[src/rtl/core/urxf_pkg.sv]
`timescale 1ns / 1ps
// ----------------------------------------------------------------------------
// urxf_pkg
// Shared types and constants for the 8N1 serial receiver with receive FIFO.
// ----------------------------------------------------------------------------
package urxf_pkg;

  // FIFO ring geometry: DEPTH slots, DEPTH-1 usable bytes
  localparam int DEPTH    = 64;
  localparam int PTR_W    = (DEPTH > 1) ? $clog2(DEPTH) : 1;
  localparam int COUNT_W  = 6;
  localparam int CNT_W    = (PTR_W > COUNT_W) ? PTR_W : COUNT_W;
  localparam int DATA_W   = 8;
  localparam int BITCNT_W = $clog2(DATA_W);

  typedef logic [PTR_W-1:0] ptr_t;

  // Input item codes
  typedef enum logic [1:0] {
    ACT_START = 2'd0,
    ACT_TICK  = 2'd1,
    ACT_READ  = 2'd2,
    ACT_FLUSH = 2'd3
  } action_e;

  // Configuration register indexes
  localparam int CFG_IDX_W = 2;
  typedef enum logic [CFG_IDX_W-1:0] {
    CFG_INVERT_LINE = 2'd0,
    CFG_ENABLED     = 2'd1
  } cfg_idx_e;

  typedef struct packed {
    action_e action;
    logic    line_level;
  } in_item_t;

  typedef struct packed {
    logic               read_valid;
    logic [DATA_W-1:0]  read_data;
    logic               byte_stored;
    logic               overflow;
    logic [COUNT_W-1:0] fifo_count;
  } out_item_t;

  // Completed frame handed from the frame receiver to the FIFO
  typedef struct packed {
    logic              valid;
    logic [DATA_W-1:0] data;
  } push_t;

  // Per-transaction FIFO status, read data travels separately
  typedef struct packed {
    logic               read_valid;
    logic               byte_stored;
    logic               overflow;
    logic [COUNT_W-1:0] fifo_count;
  } fifo_res_t;

  // Frame receiver states, one-hot
  typedef enum logic [3:0] {
    FR_IDLE  = 4'b0001,
    FR_START = 4'b0010,
    FR_DATA  = 4'b0100,
    FR_STOP  = 4'b1000
  } frame_state_e;

  function automatic ptr_t ring_next(input ptr_t p);
    ring_next = (p == PTR_W'(DEPTH - 1)) ? '0 : p + ptr_t'(1);
  endfunction

  function automatic logic [COUNT_W-1:0] ring_count(input ptr_t w, input ptr_t r);
    logic [CNT_W-1:0] we;
    logic [CNT_W-1:0] re;
    logic [CNT_W-1:0] c;
    we = CNT_W'(w);
    re = CNT_W'(r);
    if (we >= re) c = we - re;
    else          c = we + CNT_W'(DEPTH) - re;
    ring_count = c[COUNT_W-1:0];
  endfunction

endpackage

[src/rtl/core/urxf_frame.sv]
`timescale 1ns / 1ps
// ----------------------------------------------------------------------------
// urxf_frame
// 8N1 frame receiver: start re-check, eight data bits LSB first, stop check.
// ----------------------------------------------------------------------------
module urxf_frame import urxf_pkg::*; (
  input  logic     clk_i,
  input  logic     rst_ni,
  input  logic     accept_i,
  input  in_item_t item_i,
  input  logic     invert_i,
  output push_t    push_o
);

  frame_state_e        state_q, state_d;
  logic                phase_q, phase_d;
  logic [BITCNT_W-1:0] bitcnt_q, bitcnt_d;
  logic [DATA_W-1:0]   shift_q, shift_d;
  logic                level;
  logic                sample;

  assign level = item_i.line_level ^ invert_i;

  // A tick samples the line when it sets the phase bit
  assign sample = accept_i && (item_i.action == ACT_TICK) &&
                  (state_q != FR_IDLE) && !phase_q;

  // Next-state logic
  always_comb begin
    state_d     = state_q;
    phase_d     = phase_q;
    bitcnt_d    = bitcnt_q;
    shift_d     = shift_q;
    push_o      = '{valid: 1'b0, data: shift_q};
    if (accept_i && item_i.action == ACT_START && state_q == FR_IDLE) begin
      phase_d = 1'b0;
      state_d = FR_START;
    end
    if (accept_i && item_i.action == ACT_TICK && state_q != FR_IDLE) begin
      phase_d = !phase_q;
    end
    if (sample) begin
      unique case (state_q)
        FR_IDLE: begin
        end
        FR_START: begin
          if (!level) begin
            state_d  = FR_DATA;
            bitcnt_d = '0;
          end else begin
            state_d = FR_IDLE;
          end
        end
        FR_DATA: begin
          shift_d  = {level, shift_q[DATA_W-1:1]};
          bitcnt_d = bitcnt_q + BITCNT_W'(1);
          if (bitcnt_q == BITCNT_W'(DATA_W - 1)) state_d = FR_STOP;
        end
        FR_STOP: begin
          push_o.valid = level;
          state_d      = FR_IDLE;
        end
        default: state_d = FR_IDLE;
      endcase
    end
  end

  // Control state
  always_ff @(posedge clk_i or negedge rst_ni) begin
    if (!rst_ni) begin
      state_q  <= FR_IDLE;
      phase_q  <= 1'b0;
      bitcnt_q <= '0;
      shift_q  <= '0;
    end else begin
      state_q  <= state_d;
      phase_q  <= phase_d;
      bitcnt_q <= bitcnt_d;
      shift_q  <= shift_d;
    end
  end

endmodule

[src/rtl/core/urxf_fifo.sv]
`timescale 1ns / 1ps
// ----------------------------------------------------------------------------
// urxf_fifo
// Receive ring of DEPTH slots with push, pop, flush and a registered read.
// ----------------------------------------------------------------------------
module urxf_fifo import urxf_pkg::*; (
  input  logic              clk_i,
  input  logic              rst_ni,
  input  logic              accept_i,
  input  action_e           action_i,
  input  logic              enabled_i,
  input  push_t             push_i,
  output fifo_res_t         res_o,
  output logic [DATA_W-1:0] rdata_o
);

  logic [DATA_W-1:0] mem_q [DEPTH];
  logic [DATA_W-1:0] rdata_q;
  ptr_t              wptr_q, wptr_d;
  ptr_t              rptr_q, rptr_d;
  ptr_t              wnext;
  logic              full;
  logic              do_push;
  logic              do_pop;

  assign wnext   = ring_next(wptr_q);
  assign full    = (wnext == rptr_q);
  assign do_push = push_i.valid && !full;
  assign do_pop  = accept_i && (action_i == ACT_READ) && enabled_i && (rptr_q != wptr_q);

  // Pointer update
  always_comb begin
    wptr_d = wptr_q;
    rptr_d = rptr_q;
    if (do_push) wptr_d = wnext;
    if (do_pop)  rptr_d = ring_next(rptr_q);
    if (accept_i && action_i == ACT_FLUSH) begin
      wptr_d = '0;
      rptr_d = '0;
    end
  end

  always_ff @(posedge clk_i or negedge rst_ni) begin
    if (!rst_ni) begin
      wptr_q <= '0;
      rptr_q <= '0;
    end else begin
      wptr_q <= wptr_d;
      rptr_q <= rptr_d;
    end
  end

  // Storage write port
  always_ff @(posedge clk_i) begin
    if (do_push) mem_q[wptr_q] <= push_i.data;
  end

  // Storage read port, data registered
  always_ff @(posedge clk_i) begin
    if (do_pop) rdata_q <= mem_q[rptr_q];
  end

  assign rdata_o            = rdata_q;
  assign res_o.read_valid   = do_pop;
  assign res_o.byte_stored  = do_push;
  assign res_o.overflow     = push_i.valid && full;
  assign res_o.fifo_count   = ring_count(wptr_d, rptr_d);

endmodule

[src/rtl/core/uart_receiver_with_fifo.sv]
`timescale 1ns / 1ps
// ----------------------------------------------------------------------------
// uart_receiver_with_fifo
// 8N1 serial receiver stepped by events, with a receive FIFO.
// ----------------------------------------------------------------------------
// Input channel (in_valid_i/in_ready_o) carries one event per transaction:
// start edge, half-bit tick with the sampled line level, read pop or flush.
// Every accepted transaction yields exactly one result on the output channel
// (out_valid_o/out_ready_i): popped byte, stored/overflow strobes and the
// FIFO fill level after the event.
// The result is registered: it sits in the output register on the cycle
// after acceptance. Throughput is one transaction per cycle unless the output
// stalls; the output register and FIFO read port form the single stage that sets it.
// While the output side stalls, in_ready_o drops and the pending result is
// held; it rises again in the same cycle the result is taken.
// The configuration channel (cfg_valid_i/cfg_ready_o) is always ready;
// index 0 is line inversion, index 1 is receiver enable, other indexes are
// ignored. Write it only while no transaction is in flight.
// Reset clears the receiver to idle, empties the FIFO and clears both
// configuration bits. FIFO storage needs no clearing pass.
// ----------------------------------------------------------------------------
module uart_receiver_with_fifo import urxf_pkg::*; (
  input  logic                 clk_i,
  input  logic                 rst_ni,
  input  logic                 in_valid_i,
  output logic                 in_ready_o,
  input  in_item_t             in_item_i,
  output logic                 out_valid_o,
  input  logic                 out_ready_i,
  output out_item_t            out_item_o,
  input  logic                 cfg_valid_i,
  output logic                 cfg_ready_o,
  input  logic [CFG_IDX_W-1:0] cfg_index_i,
  input  logic                 cfg_data_i
);

  logic              accept;
  logic              invert_q;
  logic              enabled_q;
  logic              out_valid_q;
  fifo_res_t         res_q;
  fifo_res_t         res;
  push_t             push;
  logic [DATA_W-1:0] rdata;

  assign in_ready_o  = !out_valid_q || out_ready_i;
  assign accept      = in_valid_i && in_ready_o;
  assign cfg_ready_o = 1'b1;

  // Configuration registers
  always_ff @(posedge clk_i or negedge rst_ni) begin
    if (!rst_ni) begin
      invert_q  <= 1'b0;
      enabled_q <= 1'b0;
    end else if (cfg_valid_i) begin
      unique case (cfg_index_i)
        CFG_INVERT_LINE: invert_q  <= cfg_data_i;
        CFG_ENABLED:     enabled_q <= cfg_data_i;
        default: begin
        end
      endcase
    end
  end

  urxf_frame u_frame (
    .clk_i    (clk_i),
    .rst_ni   (rst_ni),
    .accept_i (accept),
    .item_i   (in_item_i),
    .invert_i (invert_q),
    .push_o   (push)
  );

  urxf_fifo u_fifo (
    .clk_i     (clk_i),
    .rst_ni    (rst_ni),
    .accept_i  (accept),
    .action_i  (in_item_i.action),
    .enabled_i (enabled_q),
    .push_i    (push),
    .res_o     (res),
    .rdata_o   (rdata)
  );

  // Output register
  always_ff @(posedge clk_i or negedge rst_ni) begin
    if (!rst_ni) begin
      out_valid_q <= 1'b0;
    end else if (in_ready_o) begin
      out_valid_q <= in_valid_i;
    end
  end

  always_ff @(posedge clk_i) begin
    if (accept) res_q <= res;
  end

  assign out_valid_o            = out_valid_q;
  assign out_item_o.read_valid  = res_q.read_valid;
  assign out_item_o.read_data   = res_q.read_valid ? rdata : '0;
  assign out_item_o.byte_stored = res_q.byte_stored;
  assign out_item_o.overflow    = res_q.overflow;
  assign out_item_o.fifo_count  = res_q.fifo_count;

endmodule

[config.mk]
export PLATFORM = sky130hd
export DESIGN_NAME = uart_receiver_with_fifo
export DESIGN_NICKNAME = d
export VERILOG_FILES = /design/src/rtl/core/urxf_pkg.sv /design/src/rtl/core/urxf_frame.sv /design/src/rtl/core/urxf_fifo.sv /design/src/rtl/core/uart_receiver_with_fifo.sv
export SDC_FILE = /design/constraint.sdc
export NUM_CORES = 1
export LEC_CHECK = 0
export BUFFER_PORTS_ARGS = -buffer_cell sky130_fd_sc_hd__clkbuf_2
export CAP_MARGIN = 0
export CORE_ASPECT_RATIO = 0.9
export CORE_MARGIN = 2
export CORE_UTILIZATION = 65
export CTS_BUF_LIST = sky130_fd_sc_hd__clkbuf_8
export DETAILED_ROUTE_END_ITERATION = 6
export PLACE_DENSITY = 0.89
export SLEW_MARGIN = 20
export SYNTH_ARGS = -nofsm -noshare
export SYNTH_HDL_FRONTEND = slang
export SYNTH_SLANG_ARGS = --single-unit
[constraint.sdc]
create_clock -name clk_i -period 7.7 [get_ports clk_i]
set_input_delay 2.31 -clock clk_i [delete_from_list [all_inputs] [get_ports clk_i]]
set_output_delay 2.31 -clock clk_i [all_outputs]
set_load 0.05 [all_outputs]
* Word level (Yosys, flattened, before mapping)
Memories as Yosys holds them, arrays and structs flattened. A register that Yosys moved wholly into a read port is not among the register bits.
Index checks and enable logic that the tools add are counted.
** Word-level totals
- Register bits :: 40
- Bits in writable memories :: 512
- Input bits :: 11
- Output and inout bits :: 20
- Logic and storage cells :: 78
- Memories :: 1
** Cells by class
- Add/sub/neg operators :: 4
- Equal/unequal tests :: 15
- Multiplexer cells :: 20
- Bitwise operators :: 1
- Reduce and logical (&&, ||, !) cells :: 24
** Memory list
- u_fifo.mem_q :: words 64, bits a word 8, read ports 1, clocked after memory_dff 1, write ports 1, line urxf_fifo.sv:17 : logic [DATA_W-1:0] mem_q [DEPTH];
** Operators with widths (count)
- $mux W6 :: 6
- $add A6 B1 Y6 const B :: 2
- $eq A6 B6 Y1 const B :: 2
- $logic_and A1 B1 Y1 :: 12
- $mux W4 :: 3
- $pmux W4 S3 :: 1
- $mux W8 :: 1
- $eq A6 B6 Y1 :: 1
- $mux W1 :: 6
- $mux W3 :: 2
- $ne A6 B6 Y1 :: 1
- $pmux W3 S2 :: 1
- $reduce_and A2 Y1 :: 3
- $sub A6 B6 Y6 :: 1
- $eq A2 B1 Y1 const B :: 2
- $eq A2 B2 Y1 const B :: 2
- $eq A4 B1 Y1 const B :: 1
- $eq A4 B2 Y1 const B :: 1
- $eq A4 B3 Y1 const B :: 1
- $eq A4 B4 Y1 const B :: 1
- $logic_not A2 Y1 :: 2
- $ne A4 B1 Y1 const B :: 1
- $reduce_bool A2 Y1 :: 2
- $add A3 B1 Y3 const B :: 1
- 6 further kinds :: 8

* Longest topological paths before layout
Gate-level depths: netlist of the first run.
- Depth in word-level cells :: 11
- Mapped depth :: 17
- Mapped depth without buffers :: 16

* By module
Synthesis of the first run repeated with hierarchy kept, for this count alone.
** Unflattened totals
- Cell total of the unflattened synthesis :: 1074
- Area, all modules :: 22648.0 um^2
** Modules (own cells, without submodules)
- urxf_fifo :: instances 1, cells an instance 971, area each 21309.2 um^2
- urxf_frame :: instances 1, cells an instance 74, area each 867.1 um^2
- uart_receiver_with_fifo :: instances 1, cells an instance 29, area each 471.7 um^2

* Worst setup path before layout of the first run
No wires, ideal clock.
- Kind :: input to register
- From :: input out_ready_i
- To :: register res_q, in the netlist out_item_o[5] (data pin)
- Setup time :: 0.258 ns
- Data arrival time :: 5.285 ns
- Required time :: 7.442 ns
- Slack :: 2.158 ns
- Cell stages on the path :: 15
- Path buffers :: 0
- Cells stage by stage :: nand2b_1 > nand3b_1 > nor3b_1 > nand4b_1 > a21oi_2 > mux2i_1 > nor2_1 > ha_1 > nor2b_1 > o21ai_0 > nand2b_1 > a21o_1 > a21oi_1 > xnor2_1 > xnor2_1
** RTL lines
- start: declaration :: line uart_receiver_with_fifo.sv:29 : input logic out_ready_i,
- end signal: assignment :: line uart_receiver_with_fifo.sv:95 : if (accept) res_q <= res;
- end: declaration :: line uart_receiver_with_fifo.sv:41 : fifo_res_t res_q;

==> results of run 1 <==
-- critical path, delay by kind of cell --
family                 cells  cell delay [ns]
AND/OR/NAND/NOR            6             2.65
buffers and inverters      1             0.07
AO/OA/AOI/OAI              1             0.50
-- per-layer routing --
layer	share of wire [%]	up-vias	wire length, um	global-route usage, %
met3	11	141	5450	9.36
met5	0.070	-	34	0
met2	48	730	23400	42.9
met4	3.9	6	1910	11.8
li1	-	4718	-	-
met1	37	5811	18100	38.5
-- registers in the layout, indices dropped and copies added (netlist names) --
signal and flops:
invert_q 1, u_frame.state_q 4, u_frame.shift_q 8, u_fifo.mem_q 512, enabled_q 1, out_item_o 9
u_frame.bitcnt_q 3, u_fifo.rdata_o 8, u_fifo.wptr_q 6, out_valid_o 1, u_frame.phase_q 1, u_fifo.rptr_q 6
-- final timing paths --
path | startpoint | to | slack [ns]
worst max-delay path | out_ready_i | u_fifo.mem_q[19][4]$_DFFE_PP_ | 2.38
worst min-delay path | u_frame.shift_q[5]$_DFFE_PN0P_ | u_fifo.mem_q[44][5]$_DFFE_PP_ | 0.50
worst max register to register | u_fifo.rptr_q[0]$_DFF_PN0_ | u_fifo.rdata_o[5]$_DFFE_PN_ | 3.42
worst min register to register | u_frame.shift_q[5]$_DFFE_PN0P_ | u_fifo.mem_q[44][5]$_DFFE_PP_ | 0.50
max in group asynchronous | rst_ni | u_frame.shift_q[2]$_DFFE_PN0P_ | 5.35
min in group asynchronous | rst_ni | out_valid_o$_DFFE_PN0N_ | 1.75
-- power by group --
part / leakage [nW] / internal, mW / switching [mW]
Combinational: 1.68 / 0.177 / 0.201
Sequential: 5.56 / 3.31 / 0.0481
Clock: 0.903 / 1.18 / 1.13
-- cell usage in the layout (no fill, tap or decap), types with 6 or more instances in the layout --
cell type / instances
mux2i_1: 36
clkbuf_8: 92
clkinv_1: 22
nor3_2: 12
dfrtp_2: 8
o22ai_1: 9
mux4_2: 144
clkinv_2: 15
nand2_1: 29
dfrtp_1: 19
a21oi_1: 14
inv_1: 29
o221ai_1: 17
nand2b_1: 6
or2_2: 8
clkbuf_2: 29
buf_4: 24
xnor2_1: 16
ha_1: 9
nor2_1: 60
o21ai_0: 12
mux2_2: 11
nor3_1: 14
nand3b_1: 6
edfxtp_1: 529
and2_1: 11
-- kinds of logic (layout without fill, tap and decap cells) --
kind of cell	count (synthesis)	in the layout
xor gates and xnor gates	20	20
muxes	191	191
adders and majority gates	10	10
and+or+nand+nor	175	175
other	1	2
buffers and inverters	75	221
DFF	560	560
AOI/OAI and AO/OA	74	74
-- per-stage QoR --
stage          power (mW)  setup WS (ns)  cell area, um^2  utilization (%)
6_report             6.04           2.38            24700             72.9
5_1_grt              6.22           2.20            24700             72.9
4_1_cts              6.06           2.31            24700             72.7
3_5_place_dp         3.80           1.75            23100             68.0
3_3_place_gp         3.79           1.95            23100             67.9
2_1_floorplan        3.72           2.16            22400                -
-- cell type report --
class                      instances  area (um^2)  area share, %
tap                              462          578           2.34
multi-input combinational        471         5510           22.3
clock inverter                    65          342           1.38
clock buffer                      92         1270           5.12
sequential                       560        16700           67.4
inverter                          11         41.3          0.167
antenna                            1         2.50         0.0101
timing repair buffer              53          325           1.31
==> metrics.cfg, run 1 <==
[global_route]
grt_start_max_net_pins = 67
grt-ovfl-total = 0
grt_pass1_wl_um = 72900
grtUsageTotal_pct = 28.3
grt_pass1_vias = 11600
antenna_found_initial = 5

[route]
vias = 11400
wl_per_cell_um = 28.5
viasPerCell = 6.65
drtAntennaViolNets = 0
drt_iter0_drc = 1373
totalWireLength_um = 48900
firstDrtPassIters = 5
drc = 0

[die]
coreArea_um2 = 34000
rows = 64
die_h_um = 180
die_w_um = 200
io_pins = 31
start_util_pct = 66.0
dieArea_um2 = 36000

[yosys]
synth_area_leaders = edfxtp_1 (71%), mux4_2 (14%), dfrtp_1 (3.3%)
syn_inst = 1106
synth_fa_ha_area_share_pct = 0.592
synth_compound_area_share_pct = 2.32
ys_types = 55
synth_xor_area_share_pct = 0.782
yosysSeqAreaShare_pct = 74.4
synth_common_cells = edfxtp_1 (529), mux4_2 (144), nor2_1 (60)
ys.flop_type = edfxtp_1
ys.warnings.count = 0
syn_nets = 1127
synth.most_common_cell = edfxtp_1
synth_mux_area_share_pct = 16.6
synthSimpleGateAreaFrac_pct = 3.90
synth_top_area_share_pct = 70.9
syn_area_per_cell_um2 = 20.3
syn-cell-area_um2 = 22400
async_flop_share_pct = 5.54
synth.ff_latch_count = 560
synth_top_family_by_area = multiplexers
synth_edf_count = 529
synth_top_area_cell = edfxtp_1

[setup_path]
crit_fanout = 8
path_cells = clkbuf_2, nand2b_1, nand3b_1, nor3b_1, nand4b_1, a21oi_2, nand4b_1, nor2_1
cp.arrival_ns = 5.56
crit_path_max_incr_delay_ns = 0.85
cpMaxStageDelayCell = nor2_1
start_kind = primary input
crit_top_cell = nand4b_1
worstPathRequired_ns = 7.94
worst_setup_path_end_kind = flop
reg2reg_depth = 5
path_class = primary input to flop

[cts]
postCtsResizedCells = 0
clockBufferDepth = 3
clk_pin_slew_ns = 0.06
cts_tree = built
cts_buffers = 84
clock-sinks = 560
cts_setup_buffers = 0
cts_root_buffer = clkbuf_8
clkLatencyLatePin_ns = 0.64
hold_buffers = 0
ctsHtreeMaxLevel = 3

[min_path]
hold_depth = 0
hp-class = flop to flop

[timing]
drv_slew = 0
finalSetupTns_ns = 0
hold_slack_ns = 0.500
period_minus_slack_ns = 5.32
finalSetupViolCount = 0
period_share_pct = 69.0
hold_violations = 0
slew_headroom_pct = 26.0
rsz0062_at_grt = false
fmax_ghz = 0.188
tightest_slew_ns = 1.10
final.setup_skew_ns = 0.0348

[place]
portBuffers = 29
dp.cells = 1557
gp_congestion = 0.841
dp_hpwl_um = 29000

[finish]
fillers = 1887
area_growth_pct = 10.4
drive_above_1_share_pct = 29.2
layout.cells.non_filler = 1715
nNetsFinal = 1202

[job]
maxCapViolCount = 0

[pwr]
powerDensity_nw_per_um2 = 244
cellLeakagePower_nw = 8.14
irDropWorstVdd_mv = 0.132

[run_status]
run_status = completed

Note: power is estimated with default switching activity, not from simulation.
==> run 2: changes to the inputs <==
==> constraint.sdc (replaced) <==
create_clock -name clk_i -period 4.9 [get_ports clk_i]
set_input_delay 1.47 -clock clk_i [delete_from_list [all_inputs] [get_ports clk_i]]
set_output_delay 1.47 -clock clk_i [all_outputs]
set_load 0.05 [all_outputs]
==> metrics.cfg, run 2 (synthesis results as in run 1) <==
[cts]
ctsHtreeMaxLevel = 3
cts_setup_buffers = 0
cts_root_buffer = clkbuf_8
cts_tree = built
clockBufferDepth = 3
postCtsResizedCells = 0
clock-sinks = 560
hold_buffers = 0
clk_pin_slew_ns = 0.06
clkLatencyLatePin_ns = 0.62
cts_buffers = 85

[pwr]
pwr-share-clk_pct = 37.6
p_int_mw = 7.32
p_sw_mw = 2.11
powerDensity_nw_per_um2 = 376
power_frac_comb_pct = 6.4
switching_share_pct = 22.4
cellLeakagePower_nw = 8.45
irDropWorstVdd_mv = 0.267
p_seq_share_pct = 56.1

[timing]
rsz0062_at_grt = false
final.setup_skew_ns = 0.0231
finalSetupTns_ns = 0
period_share_pct = 87.3
hold_slack_ns = 0.508
drv_slew = 0
period_minus_slack_ns = 4.28
tightest_slew_ns = 1.08
hold_violations = 0
finalSetupViolCount = 0
fmax_ghz = 0.234
slew_headroom_pct = 28.3

[global_route]
grt_pass1_vias = 11900
grt_busiest_layer = met2
grt_start_max_net_pins = 74
antenna_found_initial = 2
grtUsageTotal_pct = 28.7
grt_pass1_wl_um = 74100
grt_use_met2_pct = 46.5
grtUsageMet3_pct = 6.63
grt-ovfl-total = 0
use_met1_pct = 40.1

[setup_path]
path_class = flop to flop
cp.arrival_ns = 4.65
crit_fanout = 14
worstPathRequired_ns = 5.28
reg2reg_depth = 17
worst_setup_path_end_kind = flop
ff2ff_setup_slack_ns = 0.62
start_kind = flop
r2r-start = u_fifo.wptr_q[0]$_DFF_PN0_
r2r-end = out_item_o[5]$_DFFE_PN_

[finish]
area_growth_pct = 11.8
final_cell_mix = edfxtp_1 (529), mux4_2 (144), clkbuf_8 (92)
largest_register_ffs = 512
final_common_cell = edfxtp_1
fillers = 1811
drive_above_1_share_pct = 30.7
layout.cells.non_filler = 1764
nNetsFinal = 1258
top_register = u_fifo.mem_q

[place]
dp_hpwl_um = 30300
portBuffers = 29
gp_congestion = 0.838
dp.cells = 1612

[route]
wl_per_cell_um = 28.3
firstDrtPassIters = 6
drtAntennaViolNets = 0
vias = 11800
totalWireLength_um = 49800
drt_iter0_drc = 1493
drc = 0
viasPerCell = 6.67

[job]
maxCapViolCount = 0

[run_status]
run_status = completed

[die]
die_w_um = 200
rows = 64
coreArea_um2 = 34000
dieArea_um2 = 36000
start_util_pct = 66.0
io_pins = 31
die_h_um = 180

[min_path]
hold_depth = 1
min-delay-start = u_frame.bitcnt_q[2]$_DFFE_PN0P_
hold_end = u_frame.bitcnt_q[2]$_DFFE_PN0P_
hp-class = flop to flop

-- run 2: worst max-delay path, cell delays in order (launching register included) --
cell and delay, ns:
dfrtp_1 0.62, ha_1 0.31, nand3_1 0.23, o21bai_1 0.25, xnor2_1 0.09, nor4_2 0.64, a21oi_2 0.22, buf_4 0.20
mux2i_1 0.13, or2_2 0.30, ha_1 0.21, nor2b_1 0.11, o21ai_0 0.09, nand2b_1 0.13, a21o_1 0.14, a21oi_1 0.07
xnor2_1 0.14, xnor2_1 0.14
-- run 2: power groups by stage --
stage	Combinational (mW)	Clock [mW]	Sequential, mW
6_report	0.599	3.54	5.29
3_3_place_gp	0.585	0	5.38
4_1_cts	0.602	3.59	5.29
3_5_place_dp	0.599	0	5.39
2_1_floorplan	0.484	0	5.36
5_1_grt	0.641	3.79	5.30
-- run 2: worst max-delay path by stage --
stage                               startpoint                      end  slack (ns)  cells past startpoint
global route        u_fifo.wptr_q[0]$_DFF_PN0_  out_item_o[5]$_DFFE_PN_        0.27                     17
finish              u_fifo.wptr_q[0]$_DFF_PN0_  out_item_o[5]$_DFFE_PN_        0.62                     17
CTS                 u_fifo.wptr_q[0]$_DFF_PN0_  out_item_o[5]$_DFFE_PN_        0.74                     17
global placement                   out_ready_i  out_item_o[5]$_DFFE_PN_        0.50                     17
floorplan                          out_ready_i  out_item_o[5]$_DFFE_PN_        0.20                     15
detailed placement                 out_ready_i  out_item_o[5]$_DFFE_PN_        0.32                     17
-- run 2: layout make-up --
class	instances	area (um^2)	area share, %
clock buffers	92	1270	5.05
multi-input cells	471	5440	21.7
clock inverters	59	298	1.19
diodes	1	2.50	0.00998
flip-flops and latches	560	16700	66.6
well taps	462	578	2.31
repair buffers	108	751	3.00
inverters	11	41.3	0.165
-- run 2: layer usage --
| metal | vias up | wire, um | part of all wire [%] |
|---|---|---|---|
| li1 | 4822 | - | - |
| met1 | 6036 | 18100 | 36 |
| met2 | 781 | 25100 | 50 |
| met3 | 127 | 5270 | 11 |
| met4 | 2 | 1370 | 2.8 |
| met5 | - | 13 | 0.026 |
-- run 2: per-stage QoR --
stage	total power, mW	area (um^2)	utilization [%]	setup slack [ns]
2_1_floorplan	5.84	22400	-	0.198
3_3_place_gp	5.97	23500	69.2	0.495
3_5_place_dp	5.99	23500	69.2	0.322
4_1_cts	9.48	25100	73.8	0.736
5_1_grt	9.73	25100	73.8	0.269
6_report	9.43	25100	73.8	0.623
==> run 3: changes to the inputs <==
--- a/config.mk
+++ b/config.mk
@@ -13,6 +13,7 @@
 export CTS_BUF_LIST = sky130_fd_sc_hd__clkbuf_8
 export DETAILED_ROUTE_END_ITERATION = 6
 export PLACE_DENSITY = 0.89
+export RECOVER_POWER = 25
 export SLEW_MARGIN = 20
 export SYNTH_ARGS = -nofsm -noshare
 export SYNTH_HDL_FRONTEND = slang
==> metrics.cfg, run 3 (synthesis results as in run 1) <==
[route]
drc = 0
totalWireLength_um = 49900
drtAntennaViolNets = 0
firstDrtPassIters = 5
wl_per_cell_um = 28.3
vias = 11700
viasPerCell = 6.65
drt_iter0_drc = 1469

[finish]
final_common_cell = edfxtp_1
insertedDiodeCount = 0
largest_register_ffs = 512
final_cell_mix = edfxtp_1 (529), mux4_2 (144), clkbuf_8 (92)
drive_above_1_share_pct = 30.1
nNetsFinal = 1258
fillers = 1822
area_growth_pct = 11.7
layout.cells.non_filler = 1763
top_register = u_fifo.mem_q

[setup_path]
cp.arrival_ns = 4.65
worst_setup_path_end_kind = flop
path_cells = ha_1, nand3_1, o21bai_1, xnor2_1, nor4_2, a21oi_2, buf_4, mux2i_1, or2_2, ha_1, nor2b_1, o21ai_0, nand2b_1, a21o_1, a21oi_1, xnor2_1, xnor2_1
crit_top_cell = xnor2_1
path_class = flop to flop
cp-endpoint = out_item_o[5]$_DFFE_PN_
crit_path_max_incr_delay_ns = 0.63
worstSetupStartpoint = u_fifo.wptr_q[0]$_DFF_PN0_
r2r-end = out_item_o[5]$_DFFE_PN_
worstPathRequired_ns = 5.27
cpMaxStageDelayCell = nor4_2
r2r-start = u_fifo.wptr_q[0]$_DFF_PN0_
start_kind = flop
crit_fanout = 14
reg2reg_depth = 17
ff2ff_setup_slack_ns = 0.62

[timing]
fmax_ghz = 0.234
final.setup_skew_ns = 0.0207
tightest_slew_ns = 3.20
finalSetupViolCount = 0
hold_violations = 0
setup_ws_ns = 0.623
slew_headroom_pct = -113
rsz0062_at_grt = false
period_share_pct = 87.3
finalSetupTns_ns = 0
period_minus_slack_ns = 4.28
drv_slew = 335
hold_slack_ns = 0.508

[place]
gp_congestion = 0.838
dp_hpwl_um = 30300
portBuffers = 29
pre_cts_ws_ns = 0.322
dp.cells = 1612

[cts]
clk_pin_slew_ns = 0.06
clockBufferDepth = 3
clock-sinks = 560
clkLatencyLatePin_ns = 0.62
postCtsResizedCells = 0
cts_tree = built
cts_root_buffer = clkbuf_8
cts_setup_buffers = 0
hold_buffers = 0
cts_buffers = 85
ctsHtreeMaxLevel = 3

[die]
rows = 64
die_h_um = 180
coreArea_um2 = 34000
start_util_pct = 66.0
die_w_um = 200
dieArea_um2 = 36000
io_pins = 31

[global_route]
grtUsageTotal_pct = 28.7
grt-ovfl-total = 0
grt_pass1_wl_um = 74100
grt_start_max_net_pins = 74
grt_pass1_vias = 11900
antenna_found_initial = 2

[pwr]
powerDensity_nw_per_um2 = 377
power_mw = 9.43
cellLeakagePower_nw = 8.46
irDropWorstVdd_mv = 0.267

[min_path]
hold_depth = 1
hp-class = flop to flop

[job]
maxCapViolCount = 5

[run_status]
violations = capacitance limit, slew limit
run_status = finished with violations

==> run 3: final cells by class <==
type	count	area [um^2]	share of cell area [%]
clock inverter	59	298	1.19
inverter	11	41.3	0.165
clock buffer	92	1270	5.06
multi-input combinational	471	5440	21.7
tap	462	578	2.31
sequential	560	16700	66.6
timing repair buffer	108	743	2.97
==> run 3: stage by stage <==
stage / cell area [um^2] / util, %
after CTS: 25100 / 73.8
after global placement: 23500 / 69.2
after global routing: 25000 / 73.7
after detailed placement: 23500 / 69.2
after floorplan: 22400 / -
final: 25000 / 73.7
==> run 3: power by group <==
group	total (mW)	internal (mW)	switching (mW)	leakage (nW)
Clock	3.55	1.83	1.71	0.910
Sequential	5.29	5.21	0.0826	5.59
Combinational	0.598	0.282	0.316	1.96
==> run 3: worst max-delay path, delay by kind of cell (launching register included) <==
family                   cells  cell delay, ns
AND/OR/NAND/NOR              5            1.40
AO/OA/AOI/OAI                5            0.77
flip-flops                   1            0.62
adder cells (fa/ha/maj)      2            0.52
XOR/XNOR                     3            0.38
buffers and inverters        1            0.21
multiplexers                 1            0.13
==> run 3: routing by layer <==
metal	global-route usage, %	wire (um)	vias up
met1	40.1	18100	6011
met4	7.44	1240	2
met2	46.5	25200	779
met3	6.63	5370	110
met5	0	16	-
li1	-	-	4823
==> run 3: how the worst min path moves through the flow <==
stage | startpoint | to | slack (ns)
CTS | u_frame.bitcnt_q[2]$_DFFE_PN0P_ | u_frame.bitcnt_q[2]$_DFFE_PN0P_ | 0.51
global route | u_frame.bitcnt_q[2]$_DFFE_PN0P_ | u_frame.bitcnt_q[2]$_DFFE_PN0P_ | 0.54
detailed placement | u_frame.bitcnt_q[2]$_DFFE_PN0P_ | u_frame.bitcnt_q[2]$_DFFE_PN0P_ | 0.50
floorplan | u_frame.bitcnt_q[1]$_DFFE_PN0P_ | u_frame.bitcnt_q[1]$_DFFE_PN0P_ | 0.47
global placement | u_frame.bitcnt_q[1]$_DFFE_PN0P_ | u_frame.bitcnt_q[1]$_DFFE_PN0P_ | 0.49
finish | u_frame.bitcnt_q[2]$_DFFE_PN0P_ | u_frame.bitcnt_q[2]$_DFFE_PN0P_ | 0.51
